## config.mk

```make
export PLATFORM = sky130hd
export DESIGN_NAME = cpci_div
export DESIGN_NICKNAME = d
export VERILOG_FILES = /design/src/hw/rtl/control_point_curve_interpolator_assert.svh /design/src/hw/rtl/cpci_div.sv
export SDC_FILE = /design/constraint.sdc
export NUM_CORES = 1
export LEC_CHECK = 0
export ABC_AREA = 1
export BUFFER_PORTS_ARGS = -buffer_cell sky130_fd_sc_hd__buf_4
export CAP_MARGIN = 20
export CORE_MARGIN = 4
export CORE_UTILIZATION = 35
export DETAILED_ROUTE_END_ITERATION = 6
export PLACE_DENSITY = 0.6
export SLEW_MARGIN = 40
export SYNTH_ARGS = -nofsm -noshare
export SYNTH_HDL_FRONTEND = slang
export SYNTH_SLANG_ARGS = --single-unit
```

## constraint.sdc

```tcl
create_clock -name clk -period 5.05 [get_ports clk]
set_clock_uncertainty 0.15 [all_clocks]
set_input_delay 0.2525 -clock clk [delete_from_list [all_inputs] [get_ports clk]]
set_output_delay 0.2525 -clock clk [all_outputs]
set_load 0.01 [all_outputs]
```

## src/hw/rtl/control_point_curve_interpolator_assert.svh

```systemverilog
// Assertion macros used by the interpolator top level.
`ifndef CONTROL_POINT_CURVE_INTERPOLATOR_ASSERT_SVH
`define CONTROL_POINT_CURVE_INTERPOLATOR_ASSERT_SVH
`ifndef SYNTHESIS
`define CPCI_ASSERT(lbl, cond, msg) \
  lbl: assert property (@(posedge clk) disable iff (rst) (cond)) else $error(msg);
`define CPCI_ASSERT_IMPL(lbl, ante, cons, msg) \
  lbl: assert property (@(posedge clk) disable iff (rst) (ante) |-> (cons)) else $error(msg);
`else
`define CPCI_ASSERT(lbl, cond, msg)
`define CPCI_ASSERT_IMPL(lbl, ante, cons, msg)
`endif
`endif

```

## src/hw/rtl/cpci_div.sv

```systemverilog
// Restoring divider, one quotient bit per cycle.
`default_nettype none
module cpci_div #(
  parameter int NW = 40,
  parameter int DW = 24
) (
  input  wire logic          clk,
  input  wire logic          rst,
  input  wire logic          start,
  input  wire logic [NW-1:0] num,
  input  wire logic [DW-1:0] den,
  output logic               done,
  output logic [NW-1:0]      quo,
  output logic [DW-1:0]      rem
);
  localparam int SW = $clog2(NW + 1);

  logic [SW-1:0] steps;
  logic          busy;
  logic [DW-1:0] dreg;
  logic [DW:0]   trial;
  logic          qbit;

  always_comb begin
    trial = {rem, quo[NW-1]};
    qbit  = (trial >= {1'b0, dreg});
    if (qbit) begin
      trial = trial - {1'b0, dreg};
    end
  end

  always_ff @(posedge clk) begin
    if (rst) begin
      busy  <= 1'b0;
      done  <= 1'b0;
      steps <= '0;
    end else begin
      done <= 1'b0;
      if (start) begin
        busy  <= 1'b1;
        steps <= SW'(NW);
        quo   <= num;
        rem   <= '0;
        dreg  <= den;
      end else if (busy) begin
        quo   <= {quo[NW-2:0], qbit};
        rem   <= trial[DW-1:0];
        steps <= steps - 1'b1;
        if (steps == SW'(1)) begin
          busy <= 1'b0;
          done <= 1'b1;
        end
      end
    end
  end
endmodule
`default_nettype wire

```

==> metrics.md, run 1 <==
| Metric | Value |
|---|---|
| Status | completed |
| F_max | 0.346 GHz |
| Worst setup startpoint | rem[10] |
| Worst Setup End Kind | register |
| Final nets | around 1000 |
| First drt pass iteration count | 4 |
| Diodes inserted | 0 |
| Final Hold Slack | approximately 12 ps |
| Post-synth cell types | 40 |
| Worst-path clk slew | about 70 ps |
| Commonest non-fill, non-tap cell in the layout | nand2_1 |
| Critical path arrival | between 2000 and 3000 ps |
| RSZ-0062 raised after global routing | no |
| Hold Path Class | in2reg |
| Worst Hold Launch | num[9] |
| Final Setup Violations | 0 |
| Iteration-0 DRC count of the detailed router | between 150 and 200 |
| Worst Path Required | roughly 5000 ps |
| Global Route met2 Usage | 0.281 |
| Final Max Tran Viols | 0 |
| Worst setup SP type | register |
| Worst rel slew slack | 0.506 |
| Chip height | 138 um |
| Slew @ Worst Pin | 738 ps |
| HPWL after detailed placement | 11.9 mm |
| Fin area | between 7000 and 8000 um^2 |
| Mapped Nets | around 840 |
| Placed inst area | between 7000 and 8000 um^2 |
| Maximum vdd drop | around 170 uV |
| I/O pins | 132 |
| CTS buffer count | 9 |
| H-tree depth | 3 |
| Overall routing resource usage | 0.173 |
| Vias | 5073 |
| Drt drc | 0 |
| Reg2reg path depth | 11 |
| Die Wd | ~140 um |
| Most frequent cells in the layout | nand2_1 (304), buf_4 (134), inv_1 (101) |
| CTS Hold Bufs | 35 |
| Crit-path max FO | 37 |
| DR WL/cell | approximately 14 um |
| Fillers | 1680 |
| Hold Vio Cnt, Final | 0 |
| Register area share after synthesis | 0.476 |
| Post-CTS Repair Setup Buffers | 0 |
| WL final | about 16 mm |
| Pin count of the biggest net entering global routing | 66 |
| Most Crowded Layer GR | met2 |
| Final TNS setup | 0 ps |
| R2r startpoint | rem[10] |
| Core Region | around 17000 um^2 |
| Grt met3 use | 0.0650 |
| Syn_area_per_cell | 7.89 um^2 |
| Die area | roughly 19000 um^2 |
| PostCTS Resize Cnt | 0 |
| ANT nets after route | 0 |
| Grt ovf | 0 |
| CTS tree | built |
| FF/Latch Area | 2800 um^2 |
| Vias in the first global route | 5170 |
| Lkg Pwr | about 3.9 nW |
| Period utilisation layout | 0.572 |
| Power Total | about 2.6 mW |
| Pwr/cell area | ~330 nW/um^2 |
| Num rows | 47 |
| Hold depth | 3 |
| Minimum clock period after layout | 2890 ps |
| Yosys warns | 0 |
| Root Buffer | clkbuf_16 |
| Flops & latches, synth | 96 |
| Post-Synthesis Cells | ~750 |
| Port Buf Inserts | 131 |
| Share of cells above drive strength 1 | 0.218 |
| Kind of critical path | reg2reg |
| Multi-input logic area | 2600 um^2 |
| Final Wtd Congestion | approximately 0.9 |
| Vias/cell | between 4 and 5 |
| Met1 track demand over resource | 0.215 |
| Initial core utilization | 0.357 |
| Netlist area before placement | approximately 5900 um^2 |
| Layout area overhead | 31.6% |
| Max cap viols | 0 |
| Clock buffer depth | 2 |
| First-pass GRT wire length | around 25 mm |
| CTS Sinks | 96 |
| Clock Latency Late Sink | 360 ps |
| Initial antenna violation count | 0 |
-- worst max-delay path, stage by stage (launching register included) --
cell and delay (ps):
edfxtp_1 440, ha_1 390, nand2_2 120, inv_2 30
nand2_1 60, nand2_1 70, nand2_1 90, nand2_2 80
a21oi_4 330, nand3_4 480, inv_2 300, o21ai_1 90
-- stage by stage --
| stage | cells | setup slack, ps | util |
|---|---|---|---|
| finish | 1137 | 2160 | 0.469 |
| floorplan | 747 | 1140 | - |
| CTS | 1137 | 2110 | 0.469 |
| global route | 1137 | 1890 | 0.469 |
| detailed placement | 1086 | 2000 | 0.429 |
| global placement | 1086 | 2090 | 0.429 |
-- cells in the mapped netlist (all sizes together) --
library cell,instances,area share
a31oi,2,0.0021
o21ai,7,0.0059
nand4,15,0.016
dfxtp,8,0.027
or3,1,0.0011
nor4,1,0.0011
nor2,80,0.059
clkbuf,6,0.0038
a211oi,1,0.0013
edfxtp,88,0.45
nand2,320,0.21
and3,1,0.0011
or2,1,0.0011
ha,26,0.055
and2,3,0.0036
nand3b,8,0.012
o21bai,2,0.0025
clkinv,3,0.0019
inv,106,0.068
nand3,25,0.026
o21a,1,0.0013
a21oi,16,0.017
fa,1,0.0034
xnor2,9,0.013
buf,9,0.010
xor2,1,0.0015
nor3,6,0.0059
-- report_power, final --
part	leakage, nW	switching, mW	total [mW]	internal [mW]
Combinational	2.79	0.483	0.811	0.328
Sequential	0.919	0.0535	1.02	0.971
Clock	0.147	0.317	0.719	0.403
Total	3.85	0.853	2.55	1.70
-- layout make-up --
type | count | share of cell area
well taps | 220 | 0.0355
multi-input cells | 527 | 0.336
repair buffers | 169 | 0.175
flip-flops and latches | 96 | 0.361
clock inverters | 5 | 0.00823
inverters | 109 | 0.0528
clock buffers | 11 | 0.0313
-- per-layer routing --
| metal | share of wire | vias up | wire, um |
|---|---|---|---|
| met3 | 0.078 | 17 | 1240 |
| met5 | 0 | - | 0 |
| met4 | 0.016 | 0 | 253 |
| met1 | 0.46 | 2241 | 7300 |
| li1 | - | 2683 | - |
| met2 | 0.45 | 132 | 7070 |
-- worst paths after layout --
check / to / slack [ps]
worst max-delay path: quo[0] / 2160
worst max register to register: quo[0] / 2160
worst min register to register: steps[1] / 360
worst min-delay path: quo[9] / 10
-- sequential cells by signal, indices dropped and copies added (netlist names) --
| register | flops |
|---|---|
| steps | 6 |
| rem | 24 |
| busy | 1 |
| quo | 40 |
| done | 1 |
| dreg | 24 |
-- kinds of logic after synthesis --
logic type	after synthesis	share of synthesized area
buffers and inverters	124	0.0832
flip-flops	96	0.476
XOR/XNOR	10	0.0149
adder cells (fa/ha/maj)	27	0.0586
AND/OR/NAND/NOR	461	0.338
AO/OA/AOI/OAI	29	0.0299
No activity file was read; power rests on OpenSTA's default activity.
==> run 2, diff against run 1 <==
clock period = 3 ns   (was 5.05 ns; I/O delays follow)
==> run 2 against run 1 <==
Net effect:
- sequential share of layout area shrank 1.5 points
- worst hold slack better by 11 ps
- sequential power rose by 69%
- routed wire length up 6.2%
- total power grew 69%
- first-iteration DRC count is 12% higher
- clock power grew 59%
- maximum frequency increased by 7.8%
- critical path depth fell by 1
- register-to-register slack got worse by 1800 ps
- worst setup slack lost 1800 ps
- via count grew 5.8%
- largest power group unchanged
==> metrics.md, run 2 (synthesis gave the netlist of run 1 again) <==
| Metric | Value |
|---|---|
| Max cap viols | 0 |
| Status | completed |
| Clock Latency Late Sink | roughly 350 ps |
| Kind of critical path | reg2reg |
| Final nets | ~1000 |
| Hold Vio Cnt, Final | 0 |
| Pwr/cell area | around 530 nW/um^2 |
| Vias/cell | 4.58 |
| Overall routing resource usage | 0.181 |
| Final Setup Violations | 0 |
| CTS Sinks | between 90 and 100 |
| Hold Path Class | in2reg |
| Worst rel slew slack | 0.530 |
| ANT nets after route | 0 |
| Worst slack, placed | around 360 ps |
| Hold Crit Endpoint | busy |
| Die Wd | between 100 and 150 um |
| Clock buffer depth | 2 |
| Die area | around 19000 um^2 |
| R2R Setup Slk | between 300 and 400 ps |
| F_max | 0.373 GHz |
| Worst Hold Launch | start |
| CTS tree | built |
| Iteration-0 DRC count of the detailed router | around 220 |
| RSZ-0062 raised after global routing | no |
| Pin count of the biggest net entering global routing | 66 |
| Slew @ Worst Pin | ~700 ps |
| Minimum clock period after layout | between 2000 and 3000 ps |
| I/O pins | roughly 130 |
| First drt pass iteration count | 4 |
| WL final | about 17 mm |
| Most Crowded Layer GR | met2 |
| Period utilisation layout | 0.893 |
| Worst Setup End Kind | register |
| Lkg Pwr | roughly 4 nW |
| Setup ws final | 320 ps |
| Critical path arrival | between 2000 and 3000 ps |
| Hold depth | 5 |
| Num rows | 47 |
| Grt met3 use | 0.0665 |
| Root Buffer | clkbuf_16 |
| H-tree depth | 3 |
| Port Buf Inserts | 131 |
| First-pass GRT wire length | 26.6 mm |
| Post-CTS Repair Setup Buffers | 0 |
| Vias | roughly 5400 |
| Reg2reg path depth | 10 |
| Drt drc | 0 |
| Initial antenna violation count | 0 |
| Crit-path max FO | 23 |
| Initial core utilization | 0.357 |
| DR WL/cell | 14.4 um |
| Share of cells above drive strength 1 | 0.215 |
| Grt ovf | 0 |
| Layout area overhead | 37.3% |
| R2r startpoint | rem[8] |
| Vias in the first global route | 5342 |
| CTS Hold Bufs | 65 |
| Maximum vdd drop | ~360 uV |
| Worst-path clk slew | around 80 ps |
| Reg2Reg Capture Point | rem[5] |
| Chip height | roughly 140 um |
| PostCTS Resize Cnt | 0 |
| Commonest non-fill, non-tap cell in the layout | nand2_1 |
| Met1 track demand over resource | 0.226 |
| Top flop regs | quo: 40 flops, dreg: 24 flops, rem: 24 flops |
| Final Max Tran Viols | 0 |
| Most frequent cells in the layout | nand2_1 (304), buf_4 (137), inv_1 (101) |
| Core Region | between 15000 and 20000 um^2 |
| Most flop-heavy register | quo |
| Max reg flops | 40 |
| Diodes inserted | 0 |
| Final TNS setup | 0 ps |
| Global Route met2 Usage | 0.300 |
| CTS buffer count | 9 |
| HPWL after detailed placement | about 12 mm |
| Final Wtd Congestion | just under 1 |
| Worst Path Required | around 3000 ps |
| Worst setup SP type | register |
-- run 2: routing by layer --
layer	wire, um	vias to the layer above
li1	-	2760
met1	7430	2442
met2	7930	153
met3	1270	14
met4	223	0
met5	0	-
-- run 2: power breakdown --
group	internal, mW	switching (mW)	leakage [nW]
clock network	0.578	0.559	0.139
registers	1.63	0.0899	0.919
logic	0.603	0.842	2.95
-- run 2: how the worst max path moves through the flow --
stage / start / end / slack [ps] / cells after the start
after floorplan: start / quo[0] / 180 / 6
after global placement: rem[8] / rem[5] / 350 / 10
final: rem[8] / rem[5] / 320 / 10
after detailed placement: rem[8] / rem[5] / 360 / 10
after CTS: rem[8] / rem[5] / 330 / 10
after global routing: rem[8] / rem[5] / 170 / 10
-- run 2: layout make-up --
class	count	area, um^2
Clock inverter	6	48.8
Clock buffer	10	229
Fill cell	1650	8440
Inverter	109	409
Sequential cell	96	2800
Multi-Input combinational cell	527	2600
Tap cell	220	275
Timing Repair Buffer	204	1720
-- run 2: critical path, cell delays in order, from the launching register on --
cell	delay [ps]
edfxtp_1	460
ha_1	380
nand2_1	190
nor2_2	90
nand2_1	70
clkinv_1	130
nand3b_4	190
nand3_4	230
buf_12	250
nor2_1	210
nor2_2	60
-- run 2: through the flow --
step / cell area (um^2) / hold slack (ps) / std cells / util / total power [mW]
detailed placement: 7160 / 179 / 1091 / 0.433 / 3.13
global placement: 7160 / 179 / 1091 / 0.433 / 3.12
finish: 8090 / 22.6 / 1172 / 0.489 / 4.30
floorplan: 5900 / 69.4 / 747 / - / 2.65
CTS: 8090 / 13.5 / 1172 / 0.489 / 4.35
global route: 8090 / 97.7 / 1172 / 0.489 / 4.59
==> run 3, diff against run 2 <==
CORE_UTILIZATION = 30   (was 35)
PLACE_DENSITY = 0.53   (was 0.6)
==> run 3 against run 2 <==
Net effect:
- maximum frequency fell by 0.18%
- count of clock-buffer cells in the layout did not move
- worst setup slack got worse by 4.9 ps
- first-iteration DRC count rose by 12%
- flip-flop and latch count did not move
- total power rose by 0.86%
- non-clock buffer count did not move
- routed wire length rose by 2.4%
- final cell count rose by 3.4%
- core utilization fell by 6.1 points
- register-to-register slack barely moved
- clock power rose by 4%
- critical endpoint is now rem[10]
- largest power group unchanged
- highest routed layer unchanged
==> metrics.md, run 3 (synthesis gave the netlist of run 1 again) <==
| Metric | Value |
|---|---|
| Pin count of the biggest net entering global routing | 66 |
| Worst Path Required | ~3000 ps |
| Combinational share of power | 0.334 |
| Commonest non-fill, non-tap cell in the layout | nand2_1 |
| DR WL/cell | approximately 14 um |
| Final Hold Slack | roughly 22 ps |
| Worst Setup End Kind | register |
| Die Wd | between 100 and 150 um |
| Period utilisation layout | 0.895 |
| Num rows | 50 |
| Initial core utilization | 0.310 |
| I/O pins | around 130 |
| Post-CTS Repair Setup Buffers | 0 |
| Final nets | roughly 1000 |
| Worst setup SP type | register |
| First drt pass iteration count | 5 |
| Final TNS setup | 0 ps |
| Crit-path max FO | 23 |
| CTS buffer count | 9 |
| CTS Sinks | 96 |
| RSZ-0062 raised after global routing | no |
| Most flop-heavy register | quo |
| Final Max Tran Viols | 0 |
| Diodes inserted | 0 |
| Slew @ Worst Pin | about 750 ps |
| Critical path arrival | 2650 ps |
| Clock buffer depth | 2 |
| Vias | between 5000 and 6000 |
| Grt ovf | 0 |
| Hold Path Class | in2reg |
| Kind of critical path | reg2reg |
| Internal | approximately 2.8 mW |
| Initial antenna violation count | 0 |
| FF/Latch Area | 2800 um^2 |
| Sw Share | 0.347 |
| F_max | between 0.3 and 0.4 GHz |
| Layout area overhead | 38.3% |
| Worst rel slew slack | 0.500 |
| Final Wtd Congestion | a little under 0.9 |
| HPWL after detailed placement | ~12 mm |
| Worst Hold Launch | start |
| Fillers | 2042 |
| Status | completed |
| Clock share of power | 0.271 |
| P_sw | ~1.5 mW |
| Chip height | around 150 um |
| First-pass GRT wire length | around 28 mm |
| Most frequent cells in the layout | nand2_1 (304), buf_4 (137), inv_1 (101) |
| Pwr/cell area | roughly 530 nW/um^2 |
| Sequential share of power | 0.396 |
| PostCTS Resize Cnt | 0 |
| Core Region | about 19000 um^2 |
| ANT nets after route | 0 |
| Worst-path clk slew | ~70 ps |
| Die area | about 22000 um^2 |
| Vias in the first global route | roughly 5400 |
| Root Buffer | clkbuf_16 |
| Top flop regs | quo: 40 flops, dreg: 24 flops, rem: 24 flops |
| Maximum vdd drop | 289 uV |
| Lkg Pwr | 4.01 nW |
| Worst setup startpoint | rem[10] |
| Drt drc | 0 |
| Port Buf Inserts | between 100 and 150 |
| Hold Vio Cnt, Final | 0 |
| Share of cells above drive strength 1 | 0.216 |
| Minimum clock period after layout | 2680 ps |
| Overall routing resource usage | 0.159 |
| WL final | 17.3 mm |
| Vias/cell | approximately 4.3 |
| CTS tree | built |
| Clock Latency Late Sink | between 300 and 400 ps |
| H-tree depth | 3 |
| Multi-input logic area | around 2600 um^2 |
| Iteration-0 DRC count of the detailed router | 248 |
| Max cap viols | 0 |
| Max reg flops | 40 |
| Final Setup Violations | 0 |
| R2r startpoint | rem[10] |
-- run 3: cell types whose count changed in the layout (fill, tap and decap cells not counted), sizes merged --
cell    change
clkinv      +2
inv         -2
-- run 3: metrics by stage --
step                      setup WS (ps)  power, mW  instance area (um^2)  cells  utilization
after floorplan                     184       2.65                  5900    747            -
after global routing                169       4.64                  8150   1212        0.428
after CTS                           291       4.39                  8150   1212        0.428
after detailed placement            306       3.13                  7210   1131        0.379
after global placement              298       3.14                  7210   1131        0.379
final                               316       4.34                  8150   1212        0.428
-- run 3: worst paths after layout --
path         cells after the start  endpoint  slack [ps]
max                             11   rem[10]         320
min                              5      busy          20
max reg2reg                     11   rem[10]         320
min reg2reg                      2  steps[1]         350
-- run 3: final cells by class --
class                      count  share of cell area
clock buffer                  10              0.0293
clock inverter                 6             0.00599
inverter                     109              0.0502
multi-input combinational    527               0.320
sequential                    96               0.344
tap                          260              0.0399
timing repair buffer         204               0.211
-- run 3: critical path: stages, from the launching register on --
cell and delay, ps:
edfxtp_1 450, ha_1 400, nand2_2 90, nor2_1 310, nand2_1 110, clkinv_1 90
nand3_4 170, nand3_4 260, buf_12 210, nand2_1 70, nand2_1 70, nor2_2 40
-- run 3: power groups by stage --
stage	Clock (mW)	Combinational (mW)	Sequential, mW
2_1_floorplan	0	0.870	1.78
3_3_place_gp	0	1.39	1.75
3_5_place_dp	0	1.38	1.75
4_1_cts	1.21	1.46	1.72
5_1_grt	1.27	1.64	1.74
6_report	1.18	1.45	1.72
-- run 3: metal layers --
layer,vias to the layer above,GRT usage,part of all wire
li1,2757,-,-
met5,-,0,0
met4,0,0.0420,0.014
met3,15,0.0600,0.080
met1,2350,0.200,0.46
met2,142,0.260,0.45
-- run 3: repair_timing --
action | CTS | global route
hold endpoints to repair | 68 | 0
hold buffers | 65 | 0
setup endpoints to repair | 0 | 0
