File: config.mk
export PLATFORM = sky130hd
export DESIGN_NAME = cpci_cell
export DESIGN_NICKNAME = d
export VERILOG_FILES = /design/src/hw/rtl/control_point_curve_interpolator_assert.svh /design/src/hw/rtl/cpci_pkg.sv /design/src/hw/rtl/cpci_cell.sv
export SDC_FILE = /design/constraint.sdc
export NUM_CORES = 1
export LEC_CHECK = 0
export BUFFER_PORTS_ARGS = -buffer_cell sky130_fd_sc_hd__buf_2
export CORE_ASPECT_RATIO = 1.2
export CORE_UTILIZATION = 50
export DETAILED_ROUTE_END_ITERATION = 12
export PLACE_DENSITY = 0.84
export SETUP_SLACK_MARGIN = 0.02
export SYNTH_ARGS = -nofsm -noshare
export SYNTH_HDL_FRONTEND = slang
export SYNTH_SLANG_ARGS = --single-unit
File: constraint.sdc
create_clock -name clk -period 4.1 [get_ports clk]
set_clock_uncertainty 0.15 [all_clocks]
set_input_delay 0.41 -clock clk [delete_from_list [all_inputs] [get_ports clk]]
set_output_delay 0.41 -clock clk [all_outputs]
set_load 0.02 [all_outputs]
File: src/hw/rtl/control_point_curve_interpolator_assert.svh
// Assertion macros used by the interpolator top level.
`ifndef CONTROL_POINT_CURVE_INTERPOLATOR_ASSERT_SVH
`define CONTROL_POINT_CURVE_INTERPOLATOR_ASSERT_SVH
`ifndef SYNTHESIS
`define CPCI_ASSERT(lbl, cond, msg) \
  lbl: assert property (@(posedge clk) disable iff (rst) (cond)) else $error(msg);
`define CPCI_ASSERT_IMPL(lbl, ante, cons, msg) \
  lbl: assert property (@(posedge clk) disable iff (rst) (ante) |-> (cons)) else $error(msg);
`else
`define CPCI_ASSERT(lbl, cond, msg)
`define CPCI_ASSERT_IMPL(lbl, ante, cons, msg)
`endif
`endif

File: src/hw/rtl/cpci_pkg.sv
// Types, codes and constants of the control point curve interpolator.
`default_nettype none
package cpci_pkg;
  localparam int MAX_POINTS_DEF  = 16;
  localparam int FRAC_BITS_DEF   = 8;
  localparam int MAX_SAMPLES_DEF = 64;
  localparam int DATA_W  = 24;
  localparam int AL_BITS = 16;
  localparam int DIV_NW  = DATA_W + AL_BITS;
  localparam int CFG_W   = 7;

  localparam logic [4:0] POINT_COUNT_RST  = 5'd0;
  localparam logic [6:0] SAMPLE_COUNT_RST = 7'd10;
  localparam logic       INVERT_RST       = 1'b1;
  localparam logic       SQUARE_RST       = 1'b0;

  typedef enum logic [1:0] {
    REQ_LOAD  = 2'd0,
    REQ_QUERY = 2'd1,
    REQ_SWEEP = 2'd2,
    REQ_NONE  = 2'd3
  } req_t;

  typedef enum logic [1:0] {
    CFG_POINT_COUNT  = 2'd0,
    CFG_SAMPLE_COUNT = 2'd1,
    CFG_INVERT       = 2'd2,
    CFG_SQUARE       = 2'd3
  } cfg_idx_t;

  typedef struct packed {
    logic [1:0]               req_type;
    logic [3:0]               point_index;
    logic signed [DATA_W-1:0] point_x;
    logic signed [DATA_W-1:0] point_y;
    logic signed [DATA_W-1:0] query_x;
  } in_item_t;

  typedef struct packed {
    logic signed [DATA_W-1:0] out_x;
    logic signed [DATA_W-1:0] out_y;
    logic                     last_flag;
    logic                     error_flag;
  } out_item_t;

  typedef struct packed {
    logic                     valid;
    logic                     collect;
    logic                     found;
    logic                     hit_zero;
    logic signed [DATA_W-1:0] x;
    logic signed [DATA_W-1:0] prev_x;
    logic signed [DATA_W-1:0] prev_y;
    logic signed [DATA_W-1:0] hit_x;
    logic signed [DATA_W-1:0] hit_y;
  } token_t;
endpackage
`default_nettype wire

File: src/hw/rtl/cpci_cell.sv
// One control point cell: holds a point and updates the passing search token.
`default_nettype none
module cpci_cell #(
  parameter int K  = 0,
  parameter int CW = 5
) (
  input  wire logic                             clk,
  input  wire logic                             rst,
  input  wire logic                             we,
  input  wire logic signed [cpci_pkg::DATA_W-1:0] wr_x,
  input  wire logic signed [cpci_pkg::DATA_W-1:0] wr_y,
  input  wire logic [CW-1:0]                    cnt,
  input  wire cpci_pkg::token_t                 tok_in,
  output cpci_pkg::token_t                      tok_out
);
  import cpci_pkg::*;

  logic signed [DATA_W-1:0] px;
  logic signed [DATA_W-1:0] py;
  token_t                   tok_next;
  logic                     active;

  assign active = (32'(cnt) > K);

  always_comb begin
    tok_next = tok_in;
    if (tok_in.valid && active) begin
      if (tok_in.collect) begin
        if (K == 0) begin
          tok_next.hit_x = px;
        end
        tok_next.prev_x = px;
        tok_next.prev_y = py;
      end else if (!tok_in.found) begin
        if (tok_in.x < px) begin
          tok_next.found    = 1'b1;
          tok_next.hit_zero = (K == 0);
          tok_next.hit_x    = px;
          tok_next.hit_y    = py;
        end else begin
          tok_next.prev_x = px;
          tok_next.prev_y = py;
        end
      end
    end
  end

  always_ff @(posedge clk) begin
    if (we) begin
      px <= wr_x;
      py <= wr_y;
    end
    if (rst) begin
      tok_out <= '0;
    end else begin
      tok_out <= tok_next;
    end
  end
endmodule
`default_nettype wire

==> results.cfg, run 1 <==
[detailed_routing]
routed_wirelength_um = 17700
firstDrtPassIters = 4
detail_route.wl_per_cell_um = 16.1
final_antenna_net_count = 0
detail_route.iter0.violations = 222
via_per_inst = 4.89
drt_drc_violations_left = 0
detailroute.via_count = 5370

[hold_path]
hp-class = in2reg

[placement]
placement.io_buffers = 303
routabilityCongestion = 0.817
detailed_place_hpwl_um = 12300
post_dp_cell_area_mm2 = 0.00847

[sta]
total_negative_setup_slack_ns = 0
post-route-period-util = 0.742
timing.fmax_mhz = 329
timing.final.max_slew_violations = 0
setup_viol_count_final = 0
timing.final.hold_violations = 0
tightest_slew_ns = 0.618
rsz0062_at_grt = false
max_slew_margin = 0.588
final_min_period_ns = 3.04

[clock_network]
clock_tree.root_cell = sky130_fd_sc_hd__clkbuf_16
clock_tree.htree_level_count = 4
clkSinkCount = 172
max-clock-path-buffers = 2
cts_made_buffers = 17
cts.clk_slew.worst_paths_ns = 0.06
clock_insertion_delay_worst_skew_ns = 0.43
tritoncts = yes
resized_cells_post_cts = 0

[pwr]
vdd_drop_max_uv = 343
p_int_mw = 3.02
cellLeakagePower_nw = 4.85
powerDensity_mw_per_mm2 = 432
power_frac_clock = 0.360
combPwrFrac = 0.168
seq_power_share = 0.471
switching_share = 0.263
power.switching_mw = 1.08

[yosys]
seq_area_frac_synth = 0.572
ys_warn_count = 0
synth_edf_count = 48
dominantRegCellSynth = sky130_fd_sc_hd__dfxtp_1
avgSynthCellArea_um2 = 12.0
yosys_reg_bits = 172
synthArstFlopShare = 0
syn-cell-area_mm2 = 0.00686
syn_nets = 774
post_synth_inst_count = 571
synthDistinctLibCells = 39

[setup_path]
crit_fanout = 27
crit_chain = inv_1 -> ha_1 -> a21oi_1 -> o21ai_1 -> a2111oi_2 -> a21oi_2 -> nor2_2 -> o22a_4 -> buf_4 -> mux2i_1
cpPeakStageDelay_ns = 0.54
required_ns = 4.31
worst_ep_arrival_time_ns = 3.25
cp_capture_type = flip-flop
timing_worst_setup_path_type = reg2reg
cp_slowest_cell = sky130_fd_sc_hd__o22a_4
start_kind = flip-flop

[floorplan]
core.rowCount = 46
die_width_um = 109
placeableCoreArea_mm2 = 0.0133
initial_core_utilization = 0.516
floorplan.die.height_um = 130
design.die.area_mm2 = 0.0142
floorplan.io_pins = 304

[cells_and_area]
design.final.nets = 1118
final_design_area_no_fill_mm2 = 0.00948
layout.core_utilization = 0.713
area_delta_synth_final_pct = 38.2
most_frequent_cells_in_the_layout = sky130_fd_sc_hd__buf_2 (302), sky130_fd_sc_hd__nand2b_1 (144), sky130_fd_sc_hd__dfxtp_1 (124)
share_of_cells_above_drive_strength_1 = 0.373
mostFrequentLayoutCell = sky130_fd_sc_hd__buf_2

[global_route]
grt_pass1_vias = 5263
gr-total-overflow = 0
global_route_wire_length_before_repair_um = 25700
grt_max_degree = 96
groute.usage.overall = 0.247
antenna_found_initial = 1

[run_status]
status = finished, final reports clean

[job]
max-cap-violations = 0
==> sequential cells by signal (all words and copies together) (netlist names) <==
| name | flops |
|---|---|
| tok_out | 124 |
| px | 24 |
| py | 24 |
==> cell type report <==
cell class / count / area [um2]
Antenna cell: 3 / 7.51
Clock buffer: 19 / 433
Clock inverter: 13 / 101
Fill cell: 923 / 3810
Inverter: 27 / 101
Multi-Input combinational cell: 341 / 2660
Sequential cell: 172 / 3920
Tap cell: 168 / 210
Timing Repair Buffer: 356 / 2050
==> per-stage QoR <==
step	setup slack (ns)	total power, mW	hold slack (ns)	cells
detailed placement	0.908	2.61	0.374	1017
finish	1.06	4.09	0.0229	1099
floorplan	1.67	2.36	0.351	571
global placement	0.998	2.60	0.363	1017
global route	0.870	4.25	0.00135	1097
CTS	1.04	4.11	0.000935	1096
==> metal layers <==
| metal | part of all wire | global-route usage |
|---|---|---|
| met4 | 0.037 | 0.157 |
| met3 | 0.066 | 0.0754 |
| met5 | 0 | 0 |
| met1 | 0.37 | 0.259 |
| met2 | 0.52 | 0.430 |
==> critical path: cells and delay by family (launching register included) <==
| kind | cells | cell delay [ns] |
|---|---|---|
| compound gates | 5 | 1.33 |
| buf+inv | 2 | 0.41 |
| flops | 1 | 0.39 |
| fa+ha+maj | 1 | 0.24 |
| simple gates | 1 | 0.24 |
| mux | 1 | 0.21 |
==> power by group through the flow <==
| stage | Combinational (mW) | Sequential, mW | Clock (mW) |
|---|---|---|---|
| floorplan | 0.270 | 2.09 | 0 |
| global placement | 0.638 | 1.96 | 0 |
| detailed placement | 0.648 | 1.96 | 0 |
| CTS | 0.689 | 1.93 | 1.50 |
| global route | 0.742 | 1.94 | 1.57 |
| finish | 0.688 | 1.93 | 1.48 |
==> cell usage after synthesis, types with 2 or more instances <==
cell type,n,area (um2)
sky130_fd_sc_hd__nand3_1,3,15.0
sky130_fd_sc_hd__a21oi_1,9,45.0
sky130_fd_sc_hd__nor3_1,3,15.0
sky130_fd_sc_hd__clkbuf_1,19,71.3
sky130_fd_sc_hd__buf_6,4,45.0
sky130_fd_sc_hd__o21ai_1,4,20.0
sky130_fd_sc_hd__buf_2,2,10.0
sky130_fd_sc_hd__o21ai_0,2,10.0
sky130_fd_sc_hd__nand2_1,5,18.8
sky130_fd_sc_hd__mux2i_1,96,961
sky130_fd_sc_hd__dfxtp_1,124,2480
sky130_fd_sc_hd__edfxtp_1,48,1440
sky130_fd_sc_hd__buf_12,2,40.0
sky130_fd_sc_hd__ha_1,23,288
sky130_fd_sc_hd__buf_4,3,22.5
sky130_fd_sc_hd__nand2b_1,144,901
sky130_fd_sc_hd__inv_1,26,97.6
sky130_fd_sc_hd__nor2b_1,26,163
sky130_fd_sc_hd__nand4_1,3,18.8
sky130_fd_sc_hd__nor2_1,6,22.5
==> timing repair <==
item / CTS / global route
setup buffers: 0 / 0
hold endpoints to repair: 47 / 0
hold buffers: 47 / 0
==> logic make-up (layout without fill, tap and decap cells) <==
group | after synthesis | in the layout | share of synthesized area
AO/OA/AOI/OAI | 26 | 26 | 0.0261
AND/OR/NAND/NOR | 196 | 196 | 0.175
adder cells (fa/ha/maj) | 23 | 23 | 0.0419
flip-flops | 172 | 172 | 0.572
multiplexers | 96 | 96 | 0.140
other | 0 | 3 | 0
buffers and inverters | 58 | 415 | 0.0445
==> path summary, 6_finish.rpt <==
path,from,endpoint,slack [ns],cells after the start
max,px[9]$_DFFE_PP_,tok_out[87]$_SDFF_PP0_,1.06,10
min reg2reg,py[11]$_DFFE_PP_,tok_out[59]$_SDFF_PP0_,0.37,2
min,wr_x[18],px[18]$_DFFE_PP_,0.02,1
max reg2reg,px[9]$_DFFE_PP_,tok_out[87]$_SDFF_PP0_,1.06,10
Note: power is estimated with default switching activity, not from simulation.
==> inputs of run 2 (changes only) <==
--- a/config.mk
+++ b/config.mk
@@ -7,9 +7,9 @@
 export LEC_CHECK = 0
 export BUFFER_PORTS_ARGS = -buffer_cell sky130_fd_sc_hd__buf_2
 export CORE_ASPECT_RATIO = 1.2
-export CORE_UTILIZATION = 50
+export CORE_UTILIZATION = 43
 export DETAILED_ROUTE_END_ITERATION = 12
-export PLACE_DENSITY = 0.84
+export PLACE_DENSITY = 0.77
 export SETUP_SLACK_MARGIN = 0.02
 export SYNTH_ARGS = -nofsm -noshare
 export SYNTH_HDL_FRONTEND = slang
==> constraint.sdc (replaced) <==
create_clock -name clk -period 2.5 [get_ports clk]
set_clock_uncertainty 0.15 [all_clocks]
set_input_delay 0.25 -clock clk [delete_from_list [all_inputs] [get_ports clk]]
set_output_delay 0.25 -clock clk [all_outputs]
set_load 0.02 [all_outputs]
==> results.cfg, run 2 (synthesis results as in run 1) <==
[clock_network]
max-clock-path-buffers = 2
clock_tree.root_cell = sky130_fd_sc_hd__clkbuf_16
cts_made_buffers = 17
clock_insertion_delay_worst_skew_ns = 0.42
clock_tree.htree_level_count = 4
tritoncts = yes
clkSinkCount = 172
cts.clk_slew.worst_paths_ns = 0.07

[placement]
post_dp_cell_area_mm2 = 0.00866
placement.io_buffers = 303
routabilityCongestion = 0.829
detailed_place_hpwl_um = 12300

[cells_and_area]
share_of_cells_above_drive_strength_1 = 0.378
design.final.nets = 1275
area_delta_synth_final_pct = 67.4
largest-register = tok_out
num-fill-cells = 964
layout_top_registers = tok_out x124, px x24, py x24
largest_reg_flops = 124
final_design_area_no_fill_mm2 = 0.0115
mostFrequentLayoutCell = sky130_fd_sc_hd__buf_2
most_frequent_cells_in_the_layout = sky130_fd_sc_hd__buf_2 (302), sky130_fd_sc_hd__dlygate4sd3_1 (171), sky130_fd_sc_hd__nand2b_1 (144)

[job]
max-cap-violations = 0

[sta]
timing.hold.ws_ns = 0.0436
final.setup.worst_slack_ns = -0.197
setup_viol_count_final = 97
tightest_slew_ns = 0.561
max_slew_margin = 0.626
rsz0062_at_grt = true
post-route-period-util = 1.08
final_min_period_ns = 2.70
timing.final.hold_violations = 0
timing.fmax_mhz = 371
timing.final.max_slew_violations = 0

[detailed_routing]
drt_drc_violations_left = 0
detail_route.iter0.violations = 284
via_per_inst = 4.77
detailroute.via_count = 6179
final_antenna_net_count = 0
detail_route.wl_per_cell_um = 17.4
routed_wirelength_um = 22600
firstDrtPassIters = 4

[setup_path]
start_kind = flip-flop
timing_worst_setup_path_type = reg2reg
cp_capture_type = flip-flop
crit_fanout = 12
required_ns = 2.69
worst_ep_arrival_time_ns = 2.89

[pwr]
power.switching_mw = 1.93
vdd_drop_max_uv = 429
combPwrFrac = 0.213
cellLeakagePower_nw = 5.63
powerDensity_mw_per_mm2 = 633
switching_share = 0.265
total_power_mw = 7.27
power_frac_clock = 0.350
seq_power_share = 0.437
p_int_mw = 5.34

[global_route]
antenna_found_initial = 2
global_route_wire_length_before_repair_um = 33600
grt_max_degree = 163
grt_pass1_vias = 6701
gr-total-overflow = 0
groute.usage.overall = 0.265

[floorplan]
initial_core_utilization = 0.440
floorplan.die.height_um = 140
die_width_um = 117
design.die.area_mm2 = 0.0165
placeableCoreArea_mm2 = 0.0156
floorplan.io_pins = 304
core.rowCount = 50

[run_status]
failing_checks = setup timing
status = finished, violations left

[hold_path]
hp-class = in2reg
run 2: worst paths after layout:
path,from,endpoint,slack (ns),cells past startpoint
worst max-delay path,px[16]$_DFFE_PP_,tok_out[10]$_SDFF_PP0_,-0.20,12
worst min-delay path,tok_in[122],tok_out[122]$_SDFF_PP0_,0.04,2
worst max register to register,px[16]$_DFFE_PP_,tok_out[10]$_SDFF_PP0_,-0.20,12
worst min register to register,py[9]$_DFFE_PP_,tok_out[9]$_SDFF_PP0_,0.38,2
run 2: final cells by class:
type,count,area (um2),share of cell area
antenna,2,5.00,0.000436
clock buffer,20,437,0.0380
clock inverter,12,119,0.0104
inverter,27,101,0.00883
multi-input combinational,341,2900,0.252
sequential,172,3920,0.342
tap,208,260,0.0227
timing repair buffer,513,3740,0.326
run 2: power groups by stage:
stage               logic (mW)  registers, mW  clock network, mW
floorplan                0.443           3.43                  0
global placement          1.09           3.22                  0
detailed placement        1.11           3.22                  0
CTS                       1.47           3.16               2.57
global route              1.64           3.19               2.70
finish                    1.55           3.17               2.55
run 2: timing repair:
| action | in CTS | in global routing |
|---|---|---|
| gates cloned | 6 | 0 |
| hold buffers | 171 | 0 |
| pin swaps | 11 | 15 |
| setup endpoints to repair | 96 | 97 |
| endpoints found under the hold margin | 171 | 0 |
| buffers inserted | 13 | 5 |
| gates resized for setup | 28 | 28 |
run 2: routing by layer:
metal	routed length, um	part of all wire	GRT usage	vias to the layer above
met5	0	0	0	-
met4	797	0.035	0.139	0
met3	985	0.044	0.0668	59
met2	12300	0.54	0.490	234
met1	8530	0.38	0.275	2970
li1	-	-	-	2916
run 2: stage by stage:
stage | instances | TNS [ns] | worst slack [ns] | util
after floorplan | 571 | 0 | 0.125 | -
after global placement | 1068 | -3.27 | -0.139 | 0.556
after detailed placement | 1068 | -5.85 | -0.154 | 0.556
after CTS | 1290 | -4.53 | -0.170 | 0.728
after global routing | 1295 | -18.75 | -0.287 | 0.737
final | 1295 | -10.91 | -0.197 | 0.737
run 2: critical path: stages (launching register included):
cell and delay (ns):
sky130_fd_sc_hd__edfxtp_1 0.39, sky130_fd_sc_hd__inv_1 0.06, sky130_fd_sc_hd__ha_1 0.27, sky130_fd_sc_hd__nand4_1 0.25
sky130_fd_sc_hd__a311oi_4 0.32, sky130_fd_sc_hd__nor3_2 0.10, sky130_fd_sc_hd__o21ai_2 0.09, sky130_fd_sc_hd__buf_4 0.14
sky130_fd_sc_hd__o21ai_1 0.07, sky130_fd_sc_hd__nand4b_1 0.11, sky130_fd_sc_hd__buf_4 0.15, sky130_fd_sc_hd__bufbuf_16 0.30
sky130_fd_sc_hd__mux2i_1 0.22
==> inputs of run 3 (changes only) <==
--- a/config.mk
+++ b/config.mk
@@ -7,10 +7,12 @@
 export LEC_CHECK = 0
 export BUFFER_PORTS_ARGS = -buffer_cell sky130_fd_sc_hd__buf_2
 export CORE_ASPECT_RATIO = 1.2
-export CORE_UTILIZATION = 43
+export CORE_UTILIZATION = 44
+export CTS_BUF_LIST = sky130_fd_sc_hd__clkbuf_4
 export DETAILED_ROUTE_END_ITERATION = 12
-export PLACE_DENSITY = 0.77
+export PLACE_DENSITY = 0.78
 export SETUP_SLACK_MARGIN = 0.02
+export SLEW_MARGIN = 20
 export SYNTH_ARGS = -nofsm -noshare
 export SYNTH_HDL_FRONTEND = slang
 export SYNTH_SLANG_ARGS = --single-unit
==> results.cfg, run 3 (synthesis results as in run 1) <==
[run_status]
status = finished, violations left
failing_checks = setup timing

[clock_network]
clkSinkCount = 172
cts.clk_slew.worst_paths_ns = 0.13
clock_tree.root_cell = sky130_fd_sc_hd__clkbuf_4
cts_made_buffers = 17
tritoncts = yes
clock_tree.htree_level_count = 4
clock_insertion_delay_worst_skew_ns = 0.54
max-clock-path-buffers = 2

[pwr]
powerDensity_mw_per_mm2 = 551
power_frac_clock = 0.237
seq_power_share = 0.515
total_power_mw = 6.16
vdd_drop_max_uv = 377
cellLeakagePower_nw = 5.46
combPwrFrac = 0.248
power.switching_mw = 1.78
p_int_mw = 4.38
switching_share = 0.290

[cells_and_area]
area_delta_synth_final_pct = 63.0
largest-register = tok_out
share_of_cells_above_drive_strength_1 = 0.381
layout_top_registers = tok_out x124, px x24, py x24
largest_reg_flops = 124
final_design_area_no_fill_mm2 = 0.0112
design.final.nets = 1271
most_frequent_cells_in_the_layout = sky130_fd_sc_hd__buf_2 (302), sky130_fd_sc_hd__dlygate4sd3_1 (172), sky130_fd_sc_hd__nand2b_1 (144)
num-fill-cells = 949
mostFrequentLayoutCell = sky130_fd_sc_hd__buf_2
area.sequential_mm2 = 0.00392
multiInputGateArea_mm2 = 0.00297

[global_route]
grt_pass1_vias = 6675
grt_max_degree = 74
antenna_found_initial = 1
gr-total-overflow = 0
global_route_wire_length_before_repair_um = 33100
groute.usage.overall = 0.273

[setup_path]
required_ns = 2.81
cp_num_cells = 11
cp_slowest_cell = sky130_fd_sc_hd__edfxtp_1
crit_fanout = 7
worst_ep_arrival_time_ns = 2.90
crit_chain = inv_1 -> ha_4 -> nand4_4 -> a311oi_2 -> nor3_2 -> o21ai_2 -> nor2_4 -> o311ai_4 -> buf_6 -> buf_12 -> mux2i_2
cp_capture_type = flip-flop
start_kind = flip-flop
worst_r2r_path_depth = 11
cpLargestDelayFamily = compound AO/OA/AOI/OAI gates
reg2reg_slack_ns = -0.09
critPathBufInv = 3
timing_worst_setup_path_type = reg2reg
cpPeakStageDelay_ns = 0.39

[floorplan]
design.die.area_mm2 = 0.0161
initial_core_utilization = 0.455
core.rowCount = 49
placeableCoreArea_mm2 = 0.0151
die_width_um = 116
floorplan.die.height_um = 139
floorplan.io_pins = 304

[detailed_routing]
detailroute.via_count = 6170
via_per_inst = 4.79
routed_wirelength_um = 22500
detail_route.wl_per_cell_um = 17.5
firstDrtPassIters = 4
drt_drc_violations_left = 0
final_antenna_net_count = 0
detail_route.iter0.violations = 308

[placement]
placement.io_buffers = 303
routabilityCongestion = 0.793
post_dp_cell_area_mm2 = 0.00868
detailed_place_hpwl_um = 12500
dp_slack_ns = -0.121

[sta]
rsz0062_at_grt = true
timing.hold.ws_ns = 0.0946
timing.fmax_mhz = 386
final.setup.worst_slack_ns = -0.0924
max_slew_margin = 0.558
post-route-period-util = 1.04
tightest_slew_ns = 0.664
timing.final.hold_violations = 0
timing.final.max_slew_violations = 0
setup_viol_count_final = 20
final_min_period_ns = 2.59

[job]
max-cap-violations = 0

[hold_path]
cell_depth_of_the_worst_hold_path = 2
hp-class = in2reg
run 3: repair_timing:
item,CTS,global route
endpoints found under the setup margin,97,97
buffers inserted,2,13
resized for setup,22,34
pin swaps,7,16
hold endpoints to repair,172,0
gates cloned,1,3
hold buffers,172,0
run 3: cell type report:
type | count | share of cell area
Tap cell | 204 | 0.0228
Clock buffer | 21 | 0.0141
Inverter | 27 | 0.00906
Timing Repair Buffer | 509 | 0.330
Antenna cell | 2 | 0.000448
Sequential cell | 172 | 0.351
Multi-Input combinational cell | 341 | 0.266
Clock inverter | 11 | 0.00716
run 3: worst reg2reg max path, stage by stage (launching register included):
cell and delay, ns:
sky130_fd_sc_hd__edfxtp_1 0.39, sky130_fd_sc_hd__inv_1 0.09, sky130_fd_sc_hd__ha_4 0.28, sky130_fd_sc_hd__nand4_4 0.14
sky130_fd_sc_hd__a311oi_2 0.34, sky130_fd_sc_hd__nor3_2 0.10, sky130_fd_sc_hd__o21ai_2 0.12, sky130_fd_sc_hd__nor2_4 0.08
sky130_fd_sc_hd__o311ai_4 0.28, sky130_fd_sc_hd__buf_6 0.17, sky130_fd_sc_hd__buf_12 0.15, sky130_fd_sc_hd__mux2i_2 0.23
run 3: routing by layer:
metal / global-route usage / part of all wire / vias to the layer above
met5: 0 / 0 / -
met4: 0.134 / 0.038 / 0
met3: 0.0647 / 0.053 / 69
met2: 0.504 / 0.54 / 260
met1: 0.282 / 0.36 / 2939
li1: - / - / 2902
run 3: per-stage QoR:
stage | TNS [ns] | util | instances
detailed placement | -6.20 | 0.576 | 1062
floorplan | 0 | - | 571
global placement | -1.78 | 0.576 | 1062
finish | -0.791 | 0.741 | 1287
CTS | 0 | 0.718 | 1269
global route | -10.72 | 0.741 | 1286
run 3: path summary, 6_finish.rpt:
check / startpoint / endpoint
hold reg to reg: py[11]$_DFFE_PP_ / tok_out[59]$_SDFF_PP0_
setup reg to reg: px[20]$_DFFE_PP_ / tok_out[34]$_SDFF_PP0_
setup / recovery: px[20]$_DFFE_PP_ / tok_out[34]$_SDFF_PP0_
hold / removal: rst / tok_out[110]$_SDFF_PP0_
run 3: power by group through the flow:
| stage | sequential, mW | clock [mW] | combinational (mW) |
|---|---|---|---|
| after floorplan | 3.43 | 0 | 0.443 |
| final | 3.17 | 1.46 | 1.53 |
| after global routing | 3.19 | 1.60 | 1.63 |
| after detailed placement | 3.22 | 0 | 1.12 |
| after global placement | 3.22 | 0 | 1.10 |
| after CTS | 3.16 | 1.49 | 1.38 |
